==> src/rtl/sga_pkg.sv <==
`default_nettype none
// ----------------------------------------------------------------------------
// sga_pkg
// Shared widths, register codes, constants and types of the spatiogram block.
// ----------------------------------------------------------------------------
package sga_pkg;

	localparam int SAMPLE_W    = 8;
	localparam int CFG_INDEX_W = 2;
	localparam int CFG_DATA_W  = 9;
	localparam int BINS_LOG2_W = 3;
	localparam int SIDE_W      = 9;
	localparam int CTR_W       = 8;
	localparam int HALF_W      = 8;
	localparam int K_W         = 18;
	localparam int ROOT_W      = 18;
	localparam int KSUM_W      = 34;
	localparam int CNT_W       = 17;
	localparam int SUM_W       = 25;
	localparam int SQ_W        = 33;
	localparam int COORD_W     = 9;
	localparam int COORD_SQ_W  = 17;
	localparam int BIN_NUM_W   = 6;
	localparam int WEIGHT_W    = 24;
	localparam int MEAN_W      = 17;
	localparam int VAR_W       = 23;

	localparam int MAX_SIDE     = 256;
	localparam int MIN_SIDE     = 2;
	localparam int DEF_MAX_BINS = 16;
	localparam int DEF_CHANNELS = 3;

	localparam logic [CFG_INDEX_W-1:0] REG_BINS_LOG2    = 2'd0;
	localparam logic [CFG_INDEX_W-1:0] REG_COLOR_MODE   = 2'd1;
	localparam logic [CFG_INDEX_W-1:0] REG_PATCH_WIDTH  = 2'd2;
	localparam logic [CFG_INDEX_W-1:0] REG_PATCH_HEIGHT = 2'd3;

	localparam logic [BINS_LOG2_W-1:0] RST_BINS_LOG2    = 3'd3;
	localparam logic                   RST_COLOR_MODE   = 1'b1;
	localparam logic [SIDE_W-1:0]      RST_PATCH_WIDTH  = 9'd32;
	localparam logic [SIDE_W-1:0]      RST_PATCH_HEIGHT = 9'd32;

	// round(2/pi * 2^18)
	localparam logic [K_W-1:0]      KERNEL_COEF = 18'd166886;
	localparam logic [ROOT_W:0]     Q18_ONE     = 19'd262144;
	localparam logic [WEIGHT_W-1:0] WEIGHT_MAX  = 24'hFFFFFF;
	localparam logic [MEAN_W-1:0]   MEAN_MAX    = 17'd65536;
	localparam logic [VAR_W-1:0]    VAR_MAX     = 23'd4194304;

	typedef struct packed {
		logic [KSUM_W-1:0] ksum;
		logic [CNT_W-1:0]  cnt;
		logic [SUM_W-1:0]  sx;
		logic [SUM_W-1:0]  sy;
		logic [SQ_W-1:0]   sxx;
		logic [SQ_W-1:0]   syy;
	} bin_acc_t;

	typedef struct packed {
		logic rd;
		logic acc;
		logic clr;
	} lane_ctl_t;

	typedef struct packed {
		logic [K_W-1:0]        k;
		logic [COORD_W-1:0]    x;
		logic [COORD_W-1:0]    y;
		logic [COORD_SQ_W-1:0] xsq;
		logic [COORD_SQ_W-1:0] ysq;
	} lane_incr_t;

	function automatic int floor_log2(input int v);
		int r;
		r = 0;
		for (int i = 0; i < 8; i++) begin
			if ((2 << i) <= v) r = i + 1;
		end
		return r;
	endfunction

endpackage
`default_nettype wire

==> src/rtl/sga_div.sv <==
`default_nettype none
// ----------------------------------------------------------------------------
// sga_div
// Restoring divider, one quotient bit per cycle. The caller guarantees that
// the quotient fits in QW bits.
// ----------------------------------------------------------------------------
module sga_div
	import sga_pkg::*;
#(
	parameter int NW = 33,
	parameter int DW = 17,
	parameter int QW = 18
) (
	input  wire logic          clk,
	input  wire logic          arst_n,
	input  wire logic          start,
	input  wire logic [NW-1:0] num,
	input  wire logic [DW-1:0] den,
	output logic               busy,
	output logic [QW-1:0]      quo
);
	localparam int CW = $clog2(QW + 1);

	logic [DW-1:0] rem_q;
	logic [QW-1:0] lo_q;
	logic [DW-1:0] den_q;
	logic [CW-1:0] cnt_q;
	logic          busy_q;
	logic [DW:0]   trial;
	logic          ge;

	assign trial = {rem_q, lo_q[QW-1]};
	assign ge    = trial >= {1'b0, den_q};

	always_ff @(posedge clk or negedge arst_n) begin
		if (!arst_n) begin
			busy_q <= 1'b0;
			cnt_q  <= '0;
		end else if (start) begin
			busy_q <= 1'b1;
			cnt_q  <= CW'(QW);
		end else if (busy_q) begin
			cnt_q <= cnt_q - CW'(1);
			if (cnt_q == CW'(1)) busy_q <= 1'b0;
		end
	end

	// The low part of the numerator shifts out at the top while quotient bits
	// shift in at the bottom.
	always_ff @(posedge clk) begin
		if (start) begin
			rem_q <= DW'(num >> QW);
			lo_q  <= num[QW-1:0];
			den_q <= den;
		end else if (busy_q) begin
			rem_q <= ge ? DW'(trial - {1'b0, den_q}) : trial[DW-1:0];
			lo_q  <= {lo_q[QW-2:0], ge};
		end
	end

	assign busy = busy_q;
	assign quo  = lo_q;
endmodule
`default_nettype wire

==> config.mk <==
export PLATFORM = sky130hd
export DESIGN_NAME = sga_div
export DESIGN_NICKNAME = d
export VERILOG_FILES = /design/src/rtl/sga_pkg.sv /design/src/rtl/sga_div.sv
export SDC_FILE = /design/constraint.sdc
export NUM_CORES = 1
export LEC_CHECK = 0
export BUFFER_PORTS_ARGS = -buffer_cell sky130_fd_sc_hd__buf_2
export CORE_UTILIZATION = 45
export CTS_CLUSTER_DIAMETER = 50
export DETAILED_ROUTE_END_ITERATION = 10
export PLACE_DENSITY = 0.68
export SYNTH_ARGS = -nofsm -noshare
export SYNTH_HDL_FRONTEND = slang
export SYNTH_SLANG_ARGS = --single-unit
==> constraint.sdc <==
create_clock -name clk -period 7.9 [get_ports clk]
set_input_delay 1.58 -clock clk [delete_from_list [all_inputs] [get_ports clk]]
set_output_delay 1.58 -clock clk [all_outputs]
set_load 0.005 [all_outputs]
Word-level counts from Yosys, hierarchy flattened. Cells that the tools add are included.

Register bits after elaboration: 58. Bits in latches: 0. Memory bits (writable): 0. Memory bits (read-only): 0. Input bits: 53. Word-level logic and storage cells: 21. Memories: 0.

Add/subtract/negate cells: 2. Multiply operators: 0. Divide/modulo/power cells: 0. $lt $le $gt $ge: 1. Equal/unequal tests: 1. Shifts and indexed selects: 0. Multiplexer cells: 10. Bitwise gates (word level): 0. Reductions and logical operators: 1.

Operator list (number): $mux W18 (2); $mux W15 (2); $ge A18 B17 Y1 (1); $mux W17 (1); $sub A17 B17 Y17 (1); $mux W5 (2); $eq A5 B1 Y1 const B (1); $sub A5 B1 Y5 const B (1); $mux W1 (3); $reduce_bool A2 Y1 (1).

Longest topological paths before layout.
Depth after elaboration: 4. Gate-level depth with buffers: 12.

Worst setup path after synthesis. Ideal clock, no wire load.

Path kind: input -> register. Start point: input start. End point: register lo_q[0], in the netlist quo[0], enable pin. Library setup time: 0.485 ns. Arrival: 2.716 ns. Path slack: 4.699 ns. Stages: 4. Buffers on the path: 2. Cell sequence: clkbuf_1 -> inv_1 -> clkbuf_1 -> nand2_1.

Longest elaborated chain between the ends: 1.

Ends and longest elaborated chain: start, declared (line sga_div.sv:16) `input wire logic start,`; $reduce_bool A2 Y1 (no line); end signal, assigned (line sga_div.sv:53) `lo_q <= num[QW-1:0];`; end signal, assigned (line sga_div.sv:57) `lo_q <= {lo_q[QW-2:0], ge};`; end, declared (line sga_div.sv:25) `logic [QW-1:0] lo_q;`.

No other way between the ends. A chain may end at the register's enable or synchronous reset.

Worst setup path in the final report.
Start point: input start. End point: register rem_q[1], enable pin.

Longest elaborated chain between the ends: 1.

Ends and longest elaborated chain: $reduce_bool A2 Y1 (no line); end signal, assigned (line sga_div.sv:52) `rem_q <= DW'(num >> QW);`; end signal, assigned (line sga_div.sv:56) `rem_q <= ge ? DW'(trial - {1'b0, den_q}) : trial[DW-1:0];`; end, declared (line sga_div.sv:24) `logic [DW-1:0] rem_q;`.

No other way between the ends.

==> reports/results.tsv <==
stage	metric	value	unit
run_status	status	finished, final reports clean	
detailed_routing	drc	0	
synthesis	synth_seq_cells	58	
setup_path	slowest_delay	0.55	ns
synthesis	async_flop_share	0.1034	
clock_network	cts_tree	built	
setup_path	worstSetupStartpointType	input pin	
clock_network	cts_sinks	58	
detailed_routing	drt_wl_total	6.724	mm
synthesis	yosysTopAreaCellShare	0.4515	
job	maxCapViolations	0	
synthesis	yosys_warnings	0	
global_route	grt-busiest-layer	met2	
synthesis	syn_area	0.003326	sq mm
sta	rsz0062_at_grt	no	
cells_and_area	layout.nets	440	
floorplan	fp.dieH	87.97	um
power_and_ir_drop	p_leak	1.751	nW
synthesis	synth_area_leaders	edfxtp_1 (45%), ha_1 (7.1%), mux2_2 (6.1%), dfrtp_1 (4.5%), a21oi_1 (3.3%)	
floorplan	ios	72	
power_and_ir_drop	powerDensity	335.4	mW/mm^2
global_route	grt_use_total	0.1889	
clock_network	postCtsSetupBuffers	0	
clock_network	clkTransAtPathRegs	0.06	ns
setup_path	critPathSlowestCell	inv_1	
detailed_routing	drt-initial-drc-count	148	
sta	finalCritPeriodShare	0.4315	
detailed_routing	wl_per_cell	14.37	um
detailed_routing	via_per_inst	5.293	
detailed_routing	ant_nets	0	
synthesis	synth_nets	368	
clock_network	clockRootBuffer	clkbuf_8	
global_route	met1_usage	0.2570	
setup_path	path_max_fanout	59	
global_route	globalRoute.totalOverflow	0	
synthesis	synth.most_common_cell	edfxtp_1	
detailed_routing	firstDrtPassIters	4	
clock_network	cts_buffers	9	
cells_and_area	fin_util	0.5720	
synthesis	synth_area_leader_cell	edfxtp_1	
setup_path	crit_top_cell	buf_4	
setup_path	critPathRequiredTime	7.87	ns
sta	setup_violations	0	
global_route	grtUsageMet2	0.2903	
clock_network	clockBufferDepth	2	
placement	gp_congestion	0.8142	
global_route	grt_start_max_net_pins	60	
synthesis	yosysUniqueCellTypes	51	
global_route	grt_pass1_wl	11.09	mm
cells_and_area	drive_gt1_frac	0.3038	
cells_and_area	antenna_cells	0	
clock_network	cts_resized	0	
floorplan	die_area	0.007738	sq mm
placement	port_buffers	71	
sta	period_needed	3.409	ns
floorplan	die_w	87.97	um
clock_network	clk_latency	0.32	ns
synthesis	syn_inst	295	
setup_path	arrival	3.38	ns
detailed_routing	vias	2477	
synthesis	avgSynthCellArea	11.27	sq um
setup_path	worstSetupPathType	in -> reg	
synthesis	synth-edff-count	50	
power_and_ir_drop	ir_worst_vdd	0.0001661	V
floorplan	coreArea	0.006982	sq mm
sta	timing_max_transition_violations_final	0	
cells_and_area	num-fill-cells	613	
cells_and_area	area_growth	20.09	%
floorplan	rows	30	
global_route	grt_pass1_vias	2450	
synthesis	yosysSeqAreaShare	0.5087	
synthesis	ys.flop_type	edfxtp_1	
sta	setup_tns	0	ns
sta	finClkSkew	0.006337	ns
sta	hold_viol_final	0	
setup_path	critPathCaptureType	register	
synthesis	synthTopCellsByCount	edfxtp_1 (50), nand2_1 (27), inv_1 (23), a21oi_1 (22), ha_1 (19)	
clock_network	holdBufCountCts	0	
placement	hpwl	4.750	mm
hold_path	hold_path_class	reg -> reg	
sta	fmax	293.4	MHz
global_route	groute.layer.met3.usage	0.04147	
setup_path	crit_chain	buf_2, buf_4, inv_1, nand2_1, buf_4	
global_route	antenna_found_initial	0	
clock_network	cts_max_level	3	
sta	worstMarginPinSlew	0.7490	ns
sta	slew_headroom	0.5001	
floorplan	initial_utilization	0.4763	
-- sequential cells by signal, indices dropped and copies added, names as in the netlist --
| signal | cells |
|---|---|
| cnt_q | 5 |
| den_q | 17 |
| quo | 18 |
| rem_q | 17 |
| busy | 1 |
-- worst paths after layout --
path                          start        to  slack (ns)  depth (start not counted)
setup / recovery              start  rem_q[1]        4.49                          5
hold / removal             cnt_q[4]  cnt_q[4]        0.53                          2
setup reg to reg            quo[17]  rem_q[1]        4.64                         12
hold reg to reg            cnt_q[4]  cnt_q[4]        0.53                          2
max in group asynchronous    arst_n      busy        6.67                          1
min in group asynchronous    arst_n  cnt_q[0]        1.07                          1
-- cell type report --
cell class	count	area, sq um	area share
Tap cell	96	120.1	0.03008
Inverter	23	86.33	0.02162
Sequential cell	58	1692	0.4236
Multi-Input combinational cell	201	1490	0.3731
Timing Repair Buffer	74	377.9	0.09461
Clock buffer	10	137.6	0.03446
Clock inverter	6	90.09	0.02256
-- where the power goes --
group          total [mW]  internal [mW]  leakage, nW  switching (mW)
Combinational       0.578          0.256         1.04           0.322
Sequential          0.455          0.416        0.602          0.0389
Clock               0.307          0.187        0.112           0.120
-- cells by family (layout without fill, tap and decap cells) --
logic type,Yosys count,after routing,synth area share
compound gates,67,67,0.1407
mux,25,25,0.08202
xor+xnor,16,16,0.04214
flops,58,58,0.5087
buf+inv,36,113,0.04326
fa+ha+maj,20,20,0.07750
simple gates,73,73,0.1057
-- worst max-delay path: cells and delay by family --
family        cells  cell delay [ns]
buf+inv           4             1.54
simple gates      1             0.18
-- layout by cell type (no fill, tap or decap), types with 2 or more instances in the layout --
| cell | synthesis | final |
|---|---|---|
| nor3_1 | 2 | 2 |
| nand3_1 | 9 | 9 |
| a21oi_1 | 22 | 22 |
| o31ai_1 | 2 | 2 |
| ha_1 | 19 | 19 |
| dfxtp_1 | 2 | 2 |
| nor2b_1 | 3 | 3 |
| dfrtp_1 | 6 | 6 |
| buf_4 | 2 | 3 |
| o21ai_0 | 8 | 8 |
| mux2i_1 | 7 | 7 |
| nor2_1 | 13 | 13 |
| nor3b_1 | 4 | 4 |
| clkbuf_8 | 0 | 10 |
| o21ai_1 | 2 | 2 |
| and3_1 | 2 | 2 |
| xnor2_1 | 9 | 9 |
| o21bai_1 | 2 | 2 |
| nand2b_1 | 5 | 5 |
| edfxtp_1 | 50 | 50 |
| clkinv_4 | 0 | 2 |
| buf_2 | 1 | 71 |
| a41oi_1 | 2 | 2 |
| a21o_1 | 5 | 5 |
| bufinv_16 | 0 | 2 |
| nand2_1 | 27 | 27 |
| xor2_1 | 7 | 7 |
| o211ai_1 | 2 | 2 |
| nor4_1 | 2 | 2 |
| nand4_1 | 3 | 3 |
| inv_1 | 23 | 23 |
| o311ai_0 | 6 | 6 |
| mux2_2 | 18 | 18 |
| o41ai_1 | 2 | 2 |
-- through the flow --
stage | setup WS [ns] | instance area, sq um | hold slack, ns | instances | power (mW)
floorplan | 4.699 | 3326 | 0.4890 | 295 | 0.9009
global placement | 4.181 | 3766 | 0.5096 | 452 | 1.020
detailed placement | 4.157 | 3766 | 0.5127 | 452 | 1.029
CTS | 4.502 | 3994 | 0.5338 | 468 | 1.342
global route | 4.355 | 3994 | 0.5740 | 468 | 1.432
finish | 4.491 | 3994 | 0.5276 | 468 | 1.340
-- metal layers --
metal / vias up / wire [um] / share of wire
met4: 0 / 70 / 0.010
met5: - / 0 / 0
li1: 1235 / - / -
met3: 8 / 342 / 0.051
met2: 67 / 3167 / 0.47
met1: 1167 / 3145 / 0.47
Power figures use the tool's default switching activity.
