--- config.mk ---
export PLATFORM = sky130hd
export DESIGN_NAME = sga_lane
export DESIGN_NICKNAME = d
export VERILOG_FILES = /design/src/rtl/sga_pkg.sv /design/src/rtl/sga_lane.sv
export SDC_FILE = /design/constraint.sdc
export NUM_CORES = 2
export LEC_CHECK = 0
export ABC_AREA = 1
export BUFFER_PORTS_ARGS = -buffer_cell sky130_fd_sc_hd__buf_4
export CAP_MARGIN = 20
export CELL_PAD_IN_SITES_DETAIL_PLACEMENT = 1
export CELL_PAD_IN_SITES_GLOBAL_PLACEMENT = 2
export CORE_MARGIN = 3
export CORE_UTILIZATION = 41
export DETAILED_ROUTE_END_ITERATION = 10
export GPL_ROUTABILITY_DRIVEN = 0
export GPL_TIMING_DRIVEN = 0
export HOLD_SLACK_MARGIN = 0.12
export PLACE_DENSITY_LB_ADDON = 0.1
export SETUP_SLACK_MARGIN = 0.1
export SYNTH_ARGS = -nofsm -noshare
export SYNTH_HDL_FRONTEND = slang
export SYNTH_SLANG_ARGS = --single-unit
--- constraint.sdc ---
create_clock -name clk -period 3.17 [get_ports clk]
set_input_delay 0.951 -clock clk [delete_from_list [all_inputs] [get_ports clk]]
set_output_delay 0.951 -clock clk [all_outputs]
set_load 0.005 [all_outputs]
--- src/rtl/sga_pkg.sv ---
`default_nettype none
// ----------------------------------------------------------------------------
// sga_pkg
// Shared widths, register codes, constants and types of the spatiogram block.
// ----------------------------------------------------------------------------
package sga_pkg;

	localparam int SAMPLE_W    = 8;
	localparam int CFG_INDEX_W = 2;
	localparam int CFG_DATA_W  = 9;
	localparam int BINS_LOG2_W = 3;
	localparam int SIDE_W      = 9;
	localparam int CTR_W       = 8;
	localparam int HALF_W      = 8;
	localparam int K_W         = 18;
	localparam int ROOT_W      = 18;
	localparam int KSUM_W      = 34;
	localparam int CNT_W       = 17;
	localparam int SUM_W       = 25;
	localparam int SQ_W        = 33;
	localparam int COORD_W     = 9;
	localparam int COORD_SQ_W  = 17;
	localparam int BIN_NUM_W   = 6;
	localparam int WEIGHT_W    = 24;
	localparam int MEAN_W      = 17;
	localparam int VAR_W       = 23;

	localparam int MAX_SIDE     = 256;
	localparam int MIN_SIDE     = 2;
	localparam int DEF_MAX_BINS = 16;
	localparam int DEF_CHANNELS = 3;

	localparam logic [CFG_INDEX_W-1:0] REG_BINS_LOG2    = 2'd0;
	localparam logic [CFG_INDEX_W-1:0] REG_COLOR_MODE   = 2'd1;
	localparam logic [CFG_INDEX_W-1:0] REG_PATCH_WIDTH  = 2'd2;
	localparam logic [CFG_INDEX_W-1:0] REG_PATCH_HEIGHT = 2'd3;

	localparam logic [BINS_LOG2_W-1:0] RST_BINS_LOG2    = 3'd3;
	localparam logic                   RST_COLOR_MODE   = 1'b1;
	localparam logic [SIDE_W-1:0]      RST_PATCH_WIDTH  = 9'd32;
	localparam logic [SIDE_W-1:0]      RST_PATCH_HEIGHT = 9'd32;

	// round(2/pi * 2^18)
	localparam logic [K_W-1:0]      KERNEL_COEF = 18'd166886;
	localparam logic [ROOT_W:0]     Q18_ONE     = 19'd262144;
	localparam logic [WEIGHT_W-1:0] WEIGHT_MAX  = 24'hFFFFFF;
	localparam logic [MEAN_W-1:0]   MEAN_MAX    = 17'd65536;
	localparam logic [VAR_W-1:0]    VAR_MAX     = 23'd4194304;

	typedef struct packed {
		logic [KSUM_W-1:0] ksum;
		logic [CNT_W-1:0]  cnt;
		logic [SUM_W-1:0]  sx;
		logic [SUM_W-1:0]  sy;
		logic [SQ_W-1:0]   sxx;
		logic [SQ_W-1:0]   syy;
	} bin_acc_t;

	typedef struct packed {
		logic rd;
		logic acc;
		logic clr;
	} lane_ctl_t;

	typedef struct packed {
		logic [K_W-1:0]        k;
		logic [COORD_W-1:0]    x;
		logic [COORD_W-1:0]    y;
		logic [COORD_SQ_W-1:0] xsq;
		logic [COORD_SQ_W-1:0] ysq;
	} lane_incr_t;

	function automatic int floor_log2(input int v);
		int r;
		r = 0;
		for (int i = 0; i < 8; i++) begin
			if ((2 << i) <= v) r = i + 1;
		end
		return r;
	endfunction

endpackage
`default_nettype wire

--- src/rtl/sga_lane.sv ---
`default_nettype none
// ----------------------------------------------------------------------------
// sga_lane
// Bin store of one color channel with read-modify-write accumulation.
// ----------------------------------------------------------------------------
module sga_lane
	import sga_pkg::*;
#(
	parameter int MAX_BINS = DEF_MAX_BINS,
	localparam int BIN_W = (MAX_BINS > 1) ? $clog2(MAX_BINS) : 1
) (
	input  wire logic             clk,
	input  wire logic             arst_n,
	input  wire lane_ctl_t        ctl,
	input  wire logic [BIN_W-1:0] addr,
	input  wire lane_incr_t       incr,
	output bin_acc_t              data
);
	bin_acc_t              mem [MAX_BINS];
	logic [MAX_BINS-1:0]   vld_q;
	bin_acc_t              rd_q;
	logic                  rd_vld_q;
	bin_acc_t              cur;
	bin_acc_t              upd;

	// An entry that was not written since the last clear reads as zero.
	assign cur = rd_vld_q ? rd_q : '0;

	always_comb begin
		upd.ksum = cur.ksum + KSUM_W'(incr.k);
		upd.cnt  = cur.cnt + CNT_W'(1);
		upd.sx   = cur.sx + SUM_W'(incr.x);
		upd.sy   = cur.sy + SUM_W'(incr.y);
		upd.sxx  = cur.sxx + SQ_W'(incr.xsq);
		upd.syy  = cur.syy + SQ_W'(incr.ysq);
	end

	always_ff @(posedge clk) begin
		if (ctl.rd) rd_q <= mem[addr];
		if (ctl.acc) mem[addr] <= upd;
	end

	always_ff @(posedge clk or negedge arst_n) begin
		if (!arst_n) begin
			vld_q    <= '0;
			rd_vld_q <= 1'b0;
		end else if (ctl.clr) begin
			vld_q    <= '0;
			rd_vld_q <= 1'b0;
		end else begin
			if (ctl.acc) vld_q[addr] <= 1'b1;
			if (ctl.rd) rd_vld_q <= vld_q[addr];
		end
	end

	assign data = cur;
endmodule
`default_nettype wire

Word-level counts from Yosys, hierarchy flattened
Memories as Yosys holds them, arrays and structs flattened. A register that Yosys moved wholly into a read port is not among the register bits.
Cells that the tools add are included.
{"block": "classes", "div": 0, "n_reduce_logical": 3, "magnitude_cmp": 2, "n_mux": 11, "n_bitwise": 1, "addsub": 6, "shifts": 0, "n_eq_ne": 0, "mul": 0}
{"cell": "167-bit two-way mux", "n": 1}
{"cell": "33-bit by 17-bit adder with 33-bit output", "n": 2}
{"cell": "25-bit by 9-bit adder with 25-bit output", "n": 2}
{"cell": "34-bit by 18-bit adder with 34-bit output", "n": 1}
{"cell": "16-bit two-way mux", "n": 2}
{"cell": "17-bit by 1-bit adder with 17-bit output, second input constant", "n": 1}
{"cell": "16-bit OR", "n": 1}
{"cell": "1-bit two-way mux", "n": 6}
{"cell": "4-bit by 5-bit < comparator with 1-bit output, second input constant", "n": 1}
{"cell": "1-bit binary-select mux with 4-bit select", "n": 1}
{"cell": "1-bit demux with 4-bit select", "n": 1}
{"cell": "4-bit by 1-bit >= comparator with 1-bit output, second input constant", "n": 1}
{"cell": "2-bit nonzero test", "n": 2}
{"cell": "1-bit logical AND", "n": 1}
{"block": "word_totals", "wordCells": 26, "latch_bits": 0, "mem_bits_ro": 0, "inputBits": 79, "ff_bits": 17, "n_memories": 1, "ram_bits": 2672}
{"name": "mem", "depth": 16, "width": 167, "rd": 1, "rd_ports_with_merged_regs": 1, "write_ports": 1, "line_no": "sga_lane.sv:19", "source": "bin_acc_t mem [MAX_BINS];"}

Logic depth before layout (Yosys ltp)
{"block": "logic_depth", "ltp_word": 7, "depth_mapped": 21, "mapped_depth_nobuf": 15}

Worst setup path before layout
Ideal clock, no wire load.
{"block": "synth_path", "path_type": "input to register", "from": "input addr[0]", "to": "memory mem[4][0] in the netlist's numbering, enable pin", "setup_ps": 698, "required_time_ps": 2472, "arrival_time_ps": 8681, "stages": 5, "path_buffers": 2, "path_slack_ps": -6209, "path_cell_list": "nor2_1 > buf_2 > buf_2 > nand2_1 > nor2_1"}
{"element": "start: declaration", "line_no": "sga_lane.sv:15", "source": "input wire logic [BIN_W-1:0] addr,"}
{"element": "end: declaration", "line_no": "sga_lane.sv:19"}
Straight into the memory's write port.

==> metrics.txt <==
outcome finished, violations left; failing checks setup timing; Overall Power 84.1 mW; DIE WIDTH 529 microns; final non-filler cell total 12558; main flop type after synthesis sky130_fd_sc_hd__edfxtp_1; first-pass GRT wire length 565 mm; total number of yosys warnings 0; largest net degree at the start of global routing 50; portion of netlist area occupied by mux cells 0%; count of buffers inserted at the top-level ports 245; transition time at the pin with the least slew margin 1.15 ns; combined area of all synthesized cells 0.112 sq mm; core region area 0.271 sq mm; Initial Util 41.3%; final hold viol count 0; leading cell type in the layout, fill and taps excluded sky130_fd_sc_hd__edfxtp_1; count of pins on the block boundary 246; worst endpoint data arrival time 2.81 ns; Clock Path Buffers 4; count of vias placed by the detailed router 73400; largest fanout of any net on the critical path 10; antenna violations before repair 31; number of maximum-capacitance constraint violations 0; Sinks on Clock Net 2856; Synth Area in Adders 0.882%; share of the synthesized netlist area taken by xor and xnor gates 0.774%; DR vias/cell 5.84; final setup fails 2467; nature of the critical path startpoint flip-flop; Detail Route Antenna Nets 0; highest attainable clock frequency 0.266 GHz; area overhead of the layout relative to synthesis 21.4%; setup TNS after final layout -840.18 ns; power share of the sequential group 50.8%; worst slack at placement -3.98 ns; DRC marker count from the first detailed-route iteration 8097; RSZ-0062 raised after global routing true; TritonCTS buffer count 310; cell at the root of the clock tree sky130_fd_sc_hd__clkbuf_16; number of synthesized flops with an enable pin 2839; CTS tree built; Final Critical Period 3.76 ns; Critical Path RT 2.22 ns; Pins Over Slew Limit 0; insertion delay to the later sink of the worst-skew pair 0.90 ns; Clock Skew 0.0444 ns; relative contribution of the clock network to total power 41.8%; most frequent cells in the layout sky130_fd_sc_hd__edfxtp_1, sky130_fd_sc_hd__nand2_1, sky130_fd_sc_hd__a22oi_1; H-tree levels 5; share of the synthesized area in compound gates (AO/OA/AOI/OAI) 9.58%; Reg2Reg Setup Slack -0.57 ns; post-synthesis instance total 7902; fraction of the yosys area taken by sequential cells 76.5%; layout cells sized above 1 16.4%; All-Layer GR Usage 28.2%; internal portion of total power 64.5 mW; post-synthesis share of cell area spent on and, or, nand and nor gates 9.66%; capturing element type of the critical path output pin; Die Y-Extent 529 microns; number of distinct library cell variants in the gate-level netlist after synthesis 40; register bit total from synthesis 2856; PD cells 619 mW/mm^2; number of global-route vias before repair 74688; number of rows created at floorplan 191; critical path class flip-flop to output pin; fraction of power consumed by combinational cells 7.4%; FILL cells 26299; final wirelength 404 mm; minimum hold slack 0.274 ns; DPL Wire Length 265 mm; total net switching power 19.6 mW; Die Area 0.280 sq mm; clock transition time at the flip-flop clock pins of the worst setup and hold paths 0.06 ns; first-pass iteration count of the detailed router 6; largest family of logic cells by synthesized area simple AND/OR/NAND/NOR gates; synthesized netlist net count 8057; share of the cycle needed by the critical path after routing 119%; residual overflow from global routing 0; DP Cell Count 11934; mean post-synth cell area 14.2 sq um; worst relative slew slack 23.0%; per-cell routed wire length 32.2 microns; Max VDD drop 0.000451 V; reported leakage power 48.6 nW; share of flip-flops with an asynchronous set or reset 0.595%; post-layout worst setup margin -0.591 ns; worst hold path type input port to flip-flop; Post-route DRC 0; number of nets in the finished design 8901; Switching Fraction 23.3%
## layer usage
metal / global-route usage, % / part of all wire [%] / vias up
li1: - / - / 31368
met1: 40.2 / 43 / 38788
met2: 46.0 / 48 / 2745
met3: 3.80 / 6.9 / 499
met4: 6.99 / 2.6 / 0
met5: 0 / 0 / -
## logic make-up after synthesis
family,after synthesis
xor gates and xnor gates,99
AOI/OAI and AO/OA,1462
DFF,2856
adders and majority gates,76
and+or+nand+nor,2659
buffers and inverters,750
## layout make-up
class	count	area, sq um	area share (%)
inverter	362	1410	1.03
multi-input combinational	4307	26200	19.2
antenna	8	20.0	0.0147
clock buffer	395	8270	6.08
clock inverter	151	1400	1.03
timing repair buffer	521	6740	4.96
tap	3570	4470	3.28
sequential	2856	85700	63.0
buffer	388	1880	1.39
## worst max-delay path, cell delays in order (launching register included)
cell and delay [ns]:
sky130_fd_sc_hd__dfrtp_1 0.37, sky130_fd_sc_hd__buf_12 0.16, sky130_fd_sc_hd__buf_12 0.13, sky130_fd_sc_hd__buf_16 0.17, sky130_fd_sc_hd__buf_16 0.16, sky130_fd_sc_hd__buf_16 0.21, sky130_fd_sc_hd__buf_12 0.20, sky130_fd_sc_hd__nand2_1 0.17
sky130_fd_sc_hd__inv_1 0.12, sky130_fd_sc_hd__buf_4 0.11
## state kept, by name, indices dropped and copies added, names as in the netlist
signal,flops
vld_q,16
rd_vld_q,1
mem,2672
rd_q,167
## worst paths after layout
check	startpoint	to	cells after the start
hold reg to reg	vld_q[7]	vld_q[7]	2
hold / removal	ctl[0]	vld_q[15]	2
setup reg to reg	rd_vld_q	mem[10][76]	16
setup / recovery	rd_vld_q	data[94]	9
max in group asynchronous	arst_n	vld_q[10]	2
min in group asynchronous	arst_n	vld_q[0]	2
## power by group through the flow
stage	Sequential (mW)	Clock (mW)	Combinational (mW)
after floorplan	43.5	0	2.67
after global placement	43.7	0	5.25
after detailed placement	43.6	0	5.70
after CTS	42.8	35.6	6.05
after global routing	42.8	37.2	6.63
final	42.8	35.2	6.21
## stage by stage
step | area, sq um | utilization, %
after floorplan | 112000 | -
after global placement | 119000 | 43.7
after detailed placement | 123000 | 45.3
after CTS | 135000 | 49.6
after global routing | 136000 | 50.1
final | 136000 | 50.2
## synthesized netlist by cell type, types with 3 or more instances
cell type | n | area share [%]
sky130_fd_sc_hd__nor4_1 | 3 | 0.017
sky130_fd_sc_hd__nand4_1 | 190 | 1.1
sky130_fd_sc_hd__buf_1 | 38 | 0.13
sky130_fd_sc_hd__nand3b_1 | 3 | 0.020
sky130_fd_sc_hd__ha_1 | 71 | 0.79
sky130_fd_sc_hd__o21bai_1 | 5 | 0.034
sky130_fd_sc_hd__xnor2_1 | 3 | 0.023
sky130_fd_sc_hd__clkbuf_1 | 289 | 0.97
sky130_fd_sc_hd__nand2_2 | 14 | 0.078
sky130_fd_sc_hd__o21ai_0 | 31 | 0.14
sky130_fd_sc_hd__nor3_1 | 25 | 0.11
sky130_fd_sc_hd__a21oi_1 | 65 | 0.29
sky130_fd_sc_hd__nor3_2 | 3 | 0.027
sky130_fd_sc_hd__and3_1 | 8 | 0.045
sky130_fd_sc_hd__nor2_2 | 14 | 0.078
sky130_fd_sc_hd__inv_2 | 15 | 0.050
sky130_fd_sc_hd__nand2_1 | 2040 | 6.8
sky130_fd_sc_hd__dfrtp_1 | 17 | 0.38
sky130_fd_sc_hd__inv_1 | 345 | 1.2
sky130_fd_sc_hd__a22oi_1 | 1344 | 9.0
sky130_fd_sc_hd__buf_2 | 51 | 0.23
sky130_fd_sc_hd__a21boi_0 | 3 | 0.020
sky130_fd_sc_hd__nand3_1 | 133 | 0.59
sky130_fd_sc_hd__edfxtp_1 | 2839 | 76
sky130_fd_sc_hd__a21o_1 | 7 | 0.047
sky130_fd_sc_hd__o21a_1 | 5 | 0.034
sky130_fd_sc_hd__xor2_1 | 96 | 0.75
sky130_fd_sc_hd__buf_6 | 6 | 0.060
sky130_fd_sc_hd__nor2_1 | 218 | 0.73
sky130_fd_sc_hd__buf_4 | 3 | 0.020
sky130_fd_sc_hd__fa_1 | 5 | 0.089
## what timing repair did
action                                  CTS  global route
resized for setup                       412           229
setup buffers                            25            17
endpoints found under the hold margin    17             0
hold buffers                              1             0
gates cloned                              5             9
setup endpoints to repair              2858          2667
pin swaps                                16            30
Power figures use the tool's default switching activity.
