File: src/rtl/sga_pkg.sv
`default_nettype none
// ----------------------------------------------------------------------------
// sga_pkg
// Shared widths, register codes, constants and types of the spatiogram block.
// ----------------------------------------------------------------------------
package sga_pkg;

	localparam int SAMPLE_W    = 8;
	localparam int CFG_INDEX_W = 2;
	localparam int CFG_DATA_W  = 9;
	localparam int BINS_LOG2_W = 3;
	localparam int SIDE_W      = 9;
	localparam int CTR_W       = 8;
	localparam int HALF_W      = 8;
	localparam int K_W         = 18;
	localparam int ROOT_W      = 18;
	localparam int KSUM_W      = 34;
	localparam int CNT_W       = 17;
	localparam int SUM_W       = 25;
	localparam int SQ_W        = 33;
	localparam int COORD_W     = 9;
	localparam int COORD_SQ_W  = 17;
	localparam int BIN_NUM_W   = 6;
	localparam int WEIGHT_W    = 24;
	localparam int MEAN_W      = 17;
	localparam int VAR_W       = 23;

	localparam int MAX_SIDE     = 256;
	localparam int MIN_SIDE     = 2;
	localparam int DEF_MAX_BINS = 16;
	localparam int DEF_CHANNELS = 3;

	localparam logic [CFG_INDEX_W-1:0] REG_BINS_LOG2    = 2'd0;
	localparam logic [CFG_INDEX_W-1:0] REG_COLOR_MODE   = 2'd1;
	localparam logic [CFG_INDEX_W-1:0] REG_PATCH_WIDTH  = 2'd2;
	localparam logic [CFG_INDEX_W-1:0] REG_PATCH_HEIGHT = 2'd3;

	localparam logic [BINS_LOG2_W-1:0] RST_BINS_LOG2    = 3'd3;
	localparam logic                   RST_COLOR_MODE   = 1'b1;
	localparam logic [SIDE_W-1:0]      RST_PATCH_WIDTH  = 9'd32;
	localparam logic [SIDE_W-1:0]      RST_PATCH_HEIGHT = 9'd32;

	// round(2/pi * 2^18)
	localparam logic [K_W-1:0]      KERNEL_COEF = 18'd166886;
	localparam logic [ROOT_W:0]     Q18_ONE     = 19'd262144;
	localparam logic [WEIGHT_W-1:0] WEIGHT_MAX  = 24'hFFFFFF;
	localparam logic [MEAN_W-1:0]   MEAN_MAX    = 17'd65536;
	localparam logic [VAR_W-1:0]    VAR_MAX     = 23'd4194304;

	typedef struct packed {
		logic [KSUM_W-1:0] ksum;
		logic [CNT_W-1:0]  cnt;
		logic [SUM_W-1:0]  sx;
		logic [SUM_W-1:0]  sy;
		logic [SQ_W-1:0]   sxx;
		logic [SQ_W-1:0]   syy;
	} bin_acc_t;

	typedef struct packed {
		logic rd;
		logic acc;
		logic clr;
	} lane_ctl_t;

	typedef struct packed {
		logic [K_W-1:0]        k;
		logic [COORD_W-1:0]    x;
		logic [COORD_W-1:0]    y;
		logic [COORD_SQ_W-1:0] xsq;
		logic [COORD_SQ_W-1:0] ysq;
	} lane_incr_t;

	function automatic int floor_log2(input int v);
		int r;
		r = 0;
		for (int i = 0; i < 8; i++) begin
			if ((2 << i) <= v) r = i + 1;
		end
		return r;
	endfunction

endpackage
`default_nettype wire

File: src/rtl/sga_div.sv
`default_nettype none
// ----------------------------------------------------------------------------
// sga_div
// Restoring divider, one quotient bit per cycle. The caller guarantees that
// the quotient fits in QW bits.
// ----------------------------------------------------------------------------
module sga_div
	import sga_pkg::*;
#(
	parameter int NW = 33,
	parameter int DW = 17,
	parameter int QW = 18
) (
	input  wire logic          clk,
	input  wire logic          arst_n,
	input  wire logic          start,
	input  wire logic [NW-1:0] num,
	input  wire logic [DW-1:0] den,
	output logic               busy,
	output logic [QW-1:0]      quo
);
	localparam int CW = $clog2(QW + 1);

	logic [DW-1:0] rem_q;
	logic [QW-1:0] lo_q;
	logic [DW-1:0] den_q;
	logic [CW-1:0] cnt_q;
	logic          busy_q;
	logic [DW:0]   trial;
	logic          ge;

	assign trial = {rem_q, lo_q[QW-1]};
	assign ge    = trial >= {1'b0, den_q};

	always_ff @(posedge clk or negedge arst_n) begin
		if (!arst_n) begin
			busy_q <= 1'b0;
			cnt_q  <= '0;
		end else if (start) begin
			busy_q <= 1'b1;
			cnt_q  <= CW'(QW);
		end else if (busy_q) begin
			cnt_q <= cnt_q - CW'(1);
			if (cnt_q == CW'(1)) busy_q <= 1'b0;
		end
	end

	// The low part of the numerator shifts out at the top while quotient bits
	// shift in at the bottom.
	always_ff @(posedge clk) begin
		if (start) begin
			rem_q <= DW'(num >> QW);
			lo_q  <= num[QW-1:0];
			den_q <= den;
		end else if (busy_q) begin
			rem_q <= ge ? DW'(trial - {1'b0, den_q}) : trial[DW-1:0];
			lo_q  <= {lo_q[QW-2:0], ge};
		end
	end

	assign busy = busy_q;
	assign quo  = lo_q;
endmodule
`default_nettype wire

File: src/rtl/sga_kernel.sv
`default_nettype none
// ----------------------------------------------------------------------------
// sga_kernel
// Cone kernel of one pixel, 2/pi * (1 - r): squared distances, a ratio divide, an
// integer square root and the final scaling multiply.
// ----------------------------------------------------------------------------
module sga_kernel
	import sga_pkg::*;
(
	input  wire logic              clk,
	input  wire logic              arst_n,
	input  wire logic              start,
	input  wire logic [CTR_W-1:0]  col,
	input  wire logic [CTR_W-1:0]  row,
	input  wire logic [HALF_W-1:0] hw,
	input  wire logic [HALF_W-1:0] hh,
	output logic                   busy,
	output logic [K_W-1:0]         k
);
	localparam int D_W   = 10;
	localparam int D2_W  = 17;
	localparam int M2_W  = 16;
	localparam int QR_W  = 36;
	localparam int NUM_W = M2_W + QR_W;
	localparam int REM_W = ROOT_W + 4;

	typedef enum logic [2:0] {K_IDLE, K_SQ, K_CMP, K_DIV, K_SQRT, K_MUL} kstate_t;

	kstate_t                   state_q;
	logic signed [D_W-1:0]     dx_q, dy_q;
	logic [HALF_W-1:0]         hw_q, hh_q;
	logic [D2_W-1:0]           d2_q;
	logic [M2_W-1:0]           m2_q;
	logic [QR_W-1:0]           sq_q;
	logic [ROOT_W-1:0]         root_q;
	logic [REM_W-1:0]          rem_q;
	logic [4:0]                it_q;
	logic [K_W-1:0]            k_q;
	logic                      div_start;
	logic                      div_busy;
	logic [QR_W-1:0]           div_quo;
	logic [NUM_W-1:0]          div_num;
	logic [REM_W-1:0]          rem_n;
	logic [REM_W-1:0]          trial;
	logic signed [2*D_W-1:0]   dx2, dy2;
	logic [2*K_W:0]            prod;

	assign dx2   = dx_q * dx_q;
	assign dy2   = dy_q * dy_q;
	assign rem_n = {rem_q[REM_W-3:0], sq_q[QR_W-1:QR_W-2]};
	assign trial = {2'b00, root_q, 2'b01};
	assign prod  = (2*K_W+1)'(KERNEL_COEF) * (2*K_W+1)'(Q18_ONE - {1'b0, root_q});

	// The ratio is only formed when d2 < m2, so d2 fits in the width of m2.
	assign div_start = (state_q == K_CMP) && (d2_q < {1'b0, m2_q});
	assign div_num   = {d2_q[M2_W-1:0], {QR_W{1'b0}}};

	sga_div #(.NW(NUM_W), .DW(M2_W), .QW(QR_W)) u_div (
		.clk    (clk),
		.arst_n (arst_n),
		.start  (div_start),
		.num    (div_num),
		.den    (m2_q),
		.busy   (div_busy),
		.quo    (div_quo)
	);

	always_ff @(posedge clk or negedge arst_n) begin
		if (!arst_n) begin
			state_q <= K_IDLE;
			it_q    <= '0;
		end else begin
			unique case (state_q)
				K_IDLE: if (start) state_q <= K_SQ;
				K_SQ:   state_q <= K_CMP;
				K_CMP:  state_q <= div_start ? K_DIV : K_IDLE;
				K_DIV: begin
					if (!div_busy) begin
						state_q <= K_SQRT;
						it_q    <= 5'(ROOT_W);
					end
				end
				K_SQRT: begin
					it_q <= it_q - 5'd1;
					if (it_q == 5'd1) state_q <= K_MUL;
				end
				K_MUL:  state_q <= K_IDLE;
				default: state_q <= K_IDLE;
			endcase
		end
	end

	always_ff @(posedge clk) begin
		if (state_q == K_IDLE && start) begin
			dx_q <= $signed({2'b00, col}) - $signed({2'b00, hw});
			dy_q <= $signed({2'b00, row}) - $signed({2'b00, hh});
			hw_q <= hw;
			hh_q <= hh;
		end
		if (state_q == K_SQ) begin
			d2_q <= D2_W'(dx2) + D2_W'(dy2);
			m2_q <= M2_W'({8'b0, hw_q} * {8'b0, hw_q}) + M2_W'({8'b0, hh_q} * {8'b0, hh_q});
		end
		// A pixel at or beyond the rim gets no weight.
		if (state_q == K_CMP && !div_start) k_q <= '0;
		if (state_q == K_DIV && !div_busy) begin
			sq_q   <= div_quo;
			root_q <= '0;
			rem_q  <= '0;
		end
		if (state_q == K_SQRT) begin
			sq_q <= {sq_q[QR_W-3:0], 2'b00};
			if (rem_n >= trial) begin
				rem_q  <= rem_n - trial;
				root_q <= {root_q[ROOT_W-2:0], 1'b1};
			end else begin
				rem_q  <= rem_n;
				root_q <= {root_q[ROOT_W-2:0], 1'b0};
			end
		end
		if (state_q == K_MUL) k_q <= prod[2*K_W-1:K_W];
	end

	assign busy = (state_q != K_IDLE);
	assign k    = k_q;
endmodule
`default_nettype wire

File: config.mk
export PLATFORM = sky130hd
export DESIGN_NAME = sga_kernel
export DESIGN_NICKNAME = d
export VERILOG_FILES = /design/src/rtl/sga_pkg.sv /design/src/rtl/sga_div.sv /design/src/rtl/sga_kernel.sv
export SDC_FILE = /design/constraint.sdc
export NUM_CORES = 1
export LEC_CHECK = 0
export ABC_AREA = 1
export CORE_MARGIN = 10
export CORE_UTILIZATION = 48
export CTS_CLUSTER_SIZE = 25
export DETAILED_ROUTE_END_ITERATION = 16
export DONT_BUFFER_PORTS = 1
export GPL_TIMING_DRIVEN = 0
export PLACE_DENSITY = 0.74
export SYNTH_ARGS = -nofsm -noshare
export SYNTH_HDL_FRONTEND = slang
export SYNTH_SLANG_ARGS = --single-unit
File: constraint.sdc
create_clock -name clk -period 6.73 [get_ports clk]
set_input_delay 0.3365 -clock clk [delete_from_list [all_inputs] [get_ports clk]]
set_output_delay 0.3365 -clock clk [all_outputs]
set_load 0.01 [all_outputs]
# Word level (Yosys, flattened, before mapping)
# Cells that the tools add are included.
# W data, S select, Z words.
# op_classes
addsub	9
multipliers	5
order_cmp	3
n_eq_ne	10
n_mux	25
reduce_logical	14
# op_table
cell	count
$mux W18	4
$mux W36	2
$mux W20	3
$mux W16	3
$mul A17 B37 Y35 const A	1
$mul A9 B9 Y17	2
$mul A8 B8 Y16	2
$ge A22 B20 Y1	1
$sub A19 B18 Y20 const A	1
$sub A20 B20 Y20	1
$sub A8 B8 Y9	2
$add A17 B17 Y17	1
$ge A17 B16 Y1	1
$lt A17 B16 Y1	1
$add A16 B16 Y16	1
$sub A16 B16 Y16	1
$pmux W3 S5	1
$mux W6	2
$pmux W5 S2	1
$mux W3	3
$reduce_bool A2 Y1	4
$eq A3 B2 Y1 const B	2
$eq A3 B3 Y1 const B	2
$eq A6 B1 Y1 const B	1
14 further kinds	23
# totals
ff_bits	242
out_inout_bits	19
wordCells	84

# Longest topological paths before layout
# depth
ltp_word	6
mapped_depth	34
depth_no_buf	34

# By module
# A second synthesis with hierarchy kept.
# unflattened
hier_cells	3384
area_unflattened_um2	28775.1
# by_module_without_submodules
module	n_inst	cells_each	area_each_um2	seq_area_each_um2
sga_kernel	1	2848	24335.8	4954.8
sga_div	1	536	4439.3	2217.1

# Worst setup path before layout
# No wires, ideal clock.
# synth_path
kind	register to register
from	register root_q[0]
to	register k_q[16] (netlist: k[16]), data pin
setup_time_ps	255
arrival_ps	6236
t_required_ps	6475
slack_ps	240
path_stages_with_launch	33
synth_period_minus_slack_ps	6490
cell_sequence	edfxtp_1 > inv_1 > ha_1 > nand2_2 > nor2_4 > nand4_2 > nor2_2 > nand3_1 > nor2_2 > inv_1 > nand2_1 > inv_2 > fa_1 > inv_1 > fa_1 > inv_1 > fa_1 > inv_1 > fa_1 > inv_1 > fa_1 > inv_1 > fa_1 > inv_1 > ha_1 > a21oi_1 > o21ai_0 > nand2_1 > nand2_1 > a21oi_1 > nand3_1 > nand2_1 > nor2_1
# synth_via
elab_chain_cells	3
# synth_rtl
item	line_no	text
start: declaration	sga_kernel.sv:35	logic [ROOT_W-1:0] root_q;
start signal: assignment	sga_kernel.sv:115	root_q <= {root_q[ROOT_W-2:0], 1'b1};
start signal: assignment	sga_kernel.sv:118	root_q <= {root_q[ROOT_W-2:0], 1'b0};
$sub A19 B18 Y20	sga_kernel.sv:52	assign prod = (2*K_W+1)'(KERNEL_COEF) * (2*K_W+1)'(Q18_ONE - {1'b0, root_q});
$mul A17 B37 Y35	sga_kernel.sv:52	
$mux W18	sga_kernel.sv:121	if (state_q == K_MUL) k_q <= prod[2*K_W-1:K_W];
end signal: assignment	sga_kernel.sv:121	
end: declaration	sga_kernel.sv:38	logic [K_W-1:0] k_q;
# No other way between the ends.
# A chain may end at the register's enable or synchronous reset.

# Worst setup path after layout
# layout_path
from	register root_q[2]
to	register k_q[8] (netlist: k[8]), data pin
# The elaborated chain is that of the path after synthesis.

==> summary.md <==
| Metric | Value |
|---|---|
| Status | `finished, final reports clean` |
| Initial antenna violation count | `1` |
| Die width | `265 um` |
| CP arrival | `6930 ps` |
| Min-Delay Path Class | `in2reg` |
| Yosys warnings | `0` |
| Syn Nets | `4,242` |
| Synth area leaders | `fa_1 23%, edfxtp_1 20%, ha_1 14%, inv_1 12%, nand2_1 11%` |
| Routability Congestion | `0.924` |
| GRT Util Overall | `18.0%` |
| Initial DRC Count | `1,315` |
| Worst-path fanout max | `5` |
| Startpoint Class | `flop` |
| Die area | `0.0701 sq mm` |
| DRC viols | `0` |
| Mapped Area | `around 0.029 sq mm` |
| Cell taking the most area after synthesis | `fa_1` |
| Synth Area in Adders | `36.9%` |
| Critical path class | `reg2reg` |
| Max-Cap Viols | `0` |
| Final worst path period need | `6590 ps` |
| Main combinational cell family by area after synthesis | `adder cells` |
| DP Wirelength | `51.1 mm` |
| Clk root buf | `clkbuf_16` |
| Setup crit end kind | `flop` |
| Final slew viol count | `0` |
| PortBufs | `0` |
| Clock sink count | `242` |
| Compound-gate portion of the synthesized area | `4.97%` |
| Number of global-route vias before repair | `21,800` |
| Detailed-router iteration count before antenna repair | `6` |
| Fin Clk Skew | `13.4 ps` |
| Post-place setup slack | `-695 ps` |
| I/O Pins | `54` |
| Seq/Total Area, Yosys | `23.7%` |
| Die H | `approximately 260 um` |
| RSZ-0062 raised after global routing | `true` |
| Synth top area share | `a little under a quarter` |
| H-tree depth | `1` |
| CP max-delay cell | `fa_1` |
| Fmax | `152 MHz` |
| Worst-margin pin slew | `895 ps` |
| Starting density of the core | `between 40% and 50%` |
| Crit path largest cell delay | `500 ps` |
| Post-Synth XOR/XNOR Area | `approximately 2.6%` |
| Bufs on Longest Clock Path | `3` |
| Setup WS post-layout | `140 ps` |
| Mux share of post-synthesis cell area | `0.0392%` |
| Final setup TNS | `0 ps` |
| Worst hold slack | `91.4 ps` |
| Via density | `4.93` |
| DR vias | `roughly 22,000` |
| Syn Area/Cell | `8.09 sq um` |
| Layout cell share with drive strength beyond 1 | `5.54%` |
| Most frequent cell after synthesis | `inv_1` |
| WL per Instance | `14.2 um` |
| Async SR Flop Fraction | `6.20%` |
| Final hold vios | `0` |
| # diodes | `0` |
| Worst path most repeated cell | `inv_1` |
| Num CTS Buffers | `27` |
| Final setup violation count | `0` |
| Area Overhead vs Synth | `9.22%` |
| Site Rows | `89` |
| Top cells by count, synth | `925 x inv_1, 847 x nand2_1, 327 x ha_1, 325 x fa_1, 240 x nor2_1` |
| Routed Antenna Nets | `0` |
| Clock slew at reported path FFs | `60 ps` |
| Period utilization | `97.9%` |
| Final WL | `62.8 mm` |
| Register bit total from synthesis | `242` |
| First-pass GRT wire length | `~110 mm` |
| Latest clock arrival within the worst-skew pair | `580 ps` |
| # fillers | `5,325` |
| CTS tree | `yes` |
| Ys flop type | `edfxtp_1` |
| Largest net degree at the start of global routing | `66` |
| Mapped Cells | `3,555` |
| Synth unique cells | `just over 50` |
| Synthesized-area fraction occupied by and/or/nand/nor cells | `a little under a fifth` |
| GRT overflow | `0` |
| Core box area | `0.0591 sq mm` |
| EDFF count, synth | `189` |
| Worst endpoint required time | `approximately 7000 ps` |
| Nets | `4,312` |
| Max_slew headroom | `40.2%` |
[routing by layer]
layer  part of all wire, %  track usage, %  up-vias
met3                   5.1            2.37       80
met4                   1.9            3.82        2
met5                 0.032               0        -
met1                    45            23.5    10300
li1                      -               -    10900
met2                    48            31.5      474
[logic make-up (layout without fill, tap and decap cells)]
logic type	after synthesis	count (layout)
simple gates	1311	1311
buf+inv	1002	1093
xor+xnor	81	81
fa+ha+maj	652	652
compound gates	266	266
flops	242	242
mux	1	1
[what timing repair did]
item,in CTS,in global routing
endpoints found under the hold margin,31,0
setup endpoints to repair,21,20
setup buffers,5,22
gates resized for setup,15,98
pin swaps,2,24
hold buffers,17,0
[layout by cell type, fill, tap and decap left out, drive strengths merged, types with 17 or more instances in the layout]
| cell type | instances |
|---|---|
| a21oi | 114 |
| buf | 40 |
| clkbuf | 84 |
| dfxtp | 38 |
| dlygate4sd3 | 17 |
| edfxtp | 189 |
| fa | 325 |
| ha | 327 |
| inv | 933 |
| nand2 | 855 |
| nand3 | 141 |
| nand4 | 22 |
| nor2 | 246 |
| o21ai | 114 |
| xnor2 | 28 |
| xor2 | 53 |
[worst max-delay path: cells and delay by family (launching register included)]
family                   cells  cell delay (ps)
AO/OA/AOI/OAI                1              180
flip-flops                   1              470
AND/OR/NAND/NOR             15             1870
adder cells (fa/ha/maj)      7             3250
buffers and inverters        8              580
[flip-flops by register name, summed over array words and instances (netlist names)]
signal / cells
d2_q: 17
dx_q: 9
dy_q: 9
hh_q: 8
hw_q: 8
it_q: 5
k: 18
m2_q: 16
rem_q: 20
root_q: 18
sq_q: 36
state_q: 3
u_div.busy: 1
u_div.cnt_q: 6
u_div.den_q: 16
u_div.quo: 36
u_div.rem_q: 16
[final cells by class]
cell class                      count  area, sq um  share of cell area [%]
Sequential cell                   242         6810                    21.7
Multi-Input combinational cell   2311        18500                    59.0
Timing Repair Buffer               46          424                    1.35
Tap cell                          773          967                    3.08
Buffer                             60          244                   0.777
Clock inverter                     15          156                   0.498
Inverter                          937         3540                    11.3
Clock buffer                       35          746                    2.37
[path summary, 6_finish.rpt]
check,from,to,slack [ps],depth (start not counted)
max,root_q[2]$_SDFFCE_PN0P_,k[8]$_SDFFCE_PN0P_,140,31
min reg2reg,m2_q[13]$_DFFE_PP_,u_div.den_q[13]$_DFFE_PP_,440,0
min in group asynchronous,arst_n,u_div.cnt_q[4]$_DFFE_PN0P_,260,1
min,hw[0],dx_q[0]$_DFFE_PP_,90,2
max in group asynchronous,arst_n,u_div.cnt_q[1]$_DFFE_PN0P_,5990,1
max reg2reg,root_q[2]$_SDFFCE_PN0P_,k[8]$_SDFFCE_PN0P_,140,31
[metrics by stage]
stage               cell area [sq um]  instances  util (%)
CTS                             30900       4401      52.3
global route                    31400       4419      53.1
floorplan                       28800       3555         -
detailed placement              29800       4330      50.4
finish                          31400       4419      53.1
global placement                29700       4328      50.3
Power is left out: the tool's default activity adds up to more than one toggle a clock period on the data nets, which glitch-free logic cannot reach.
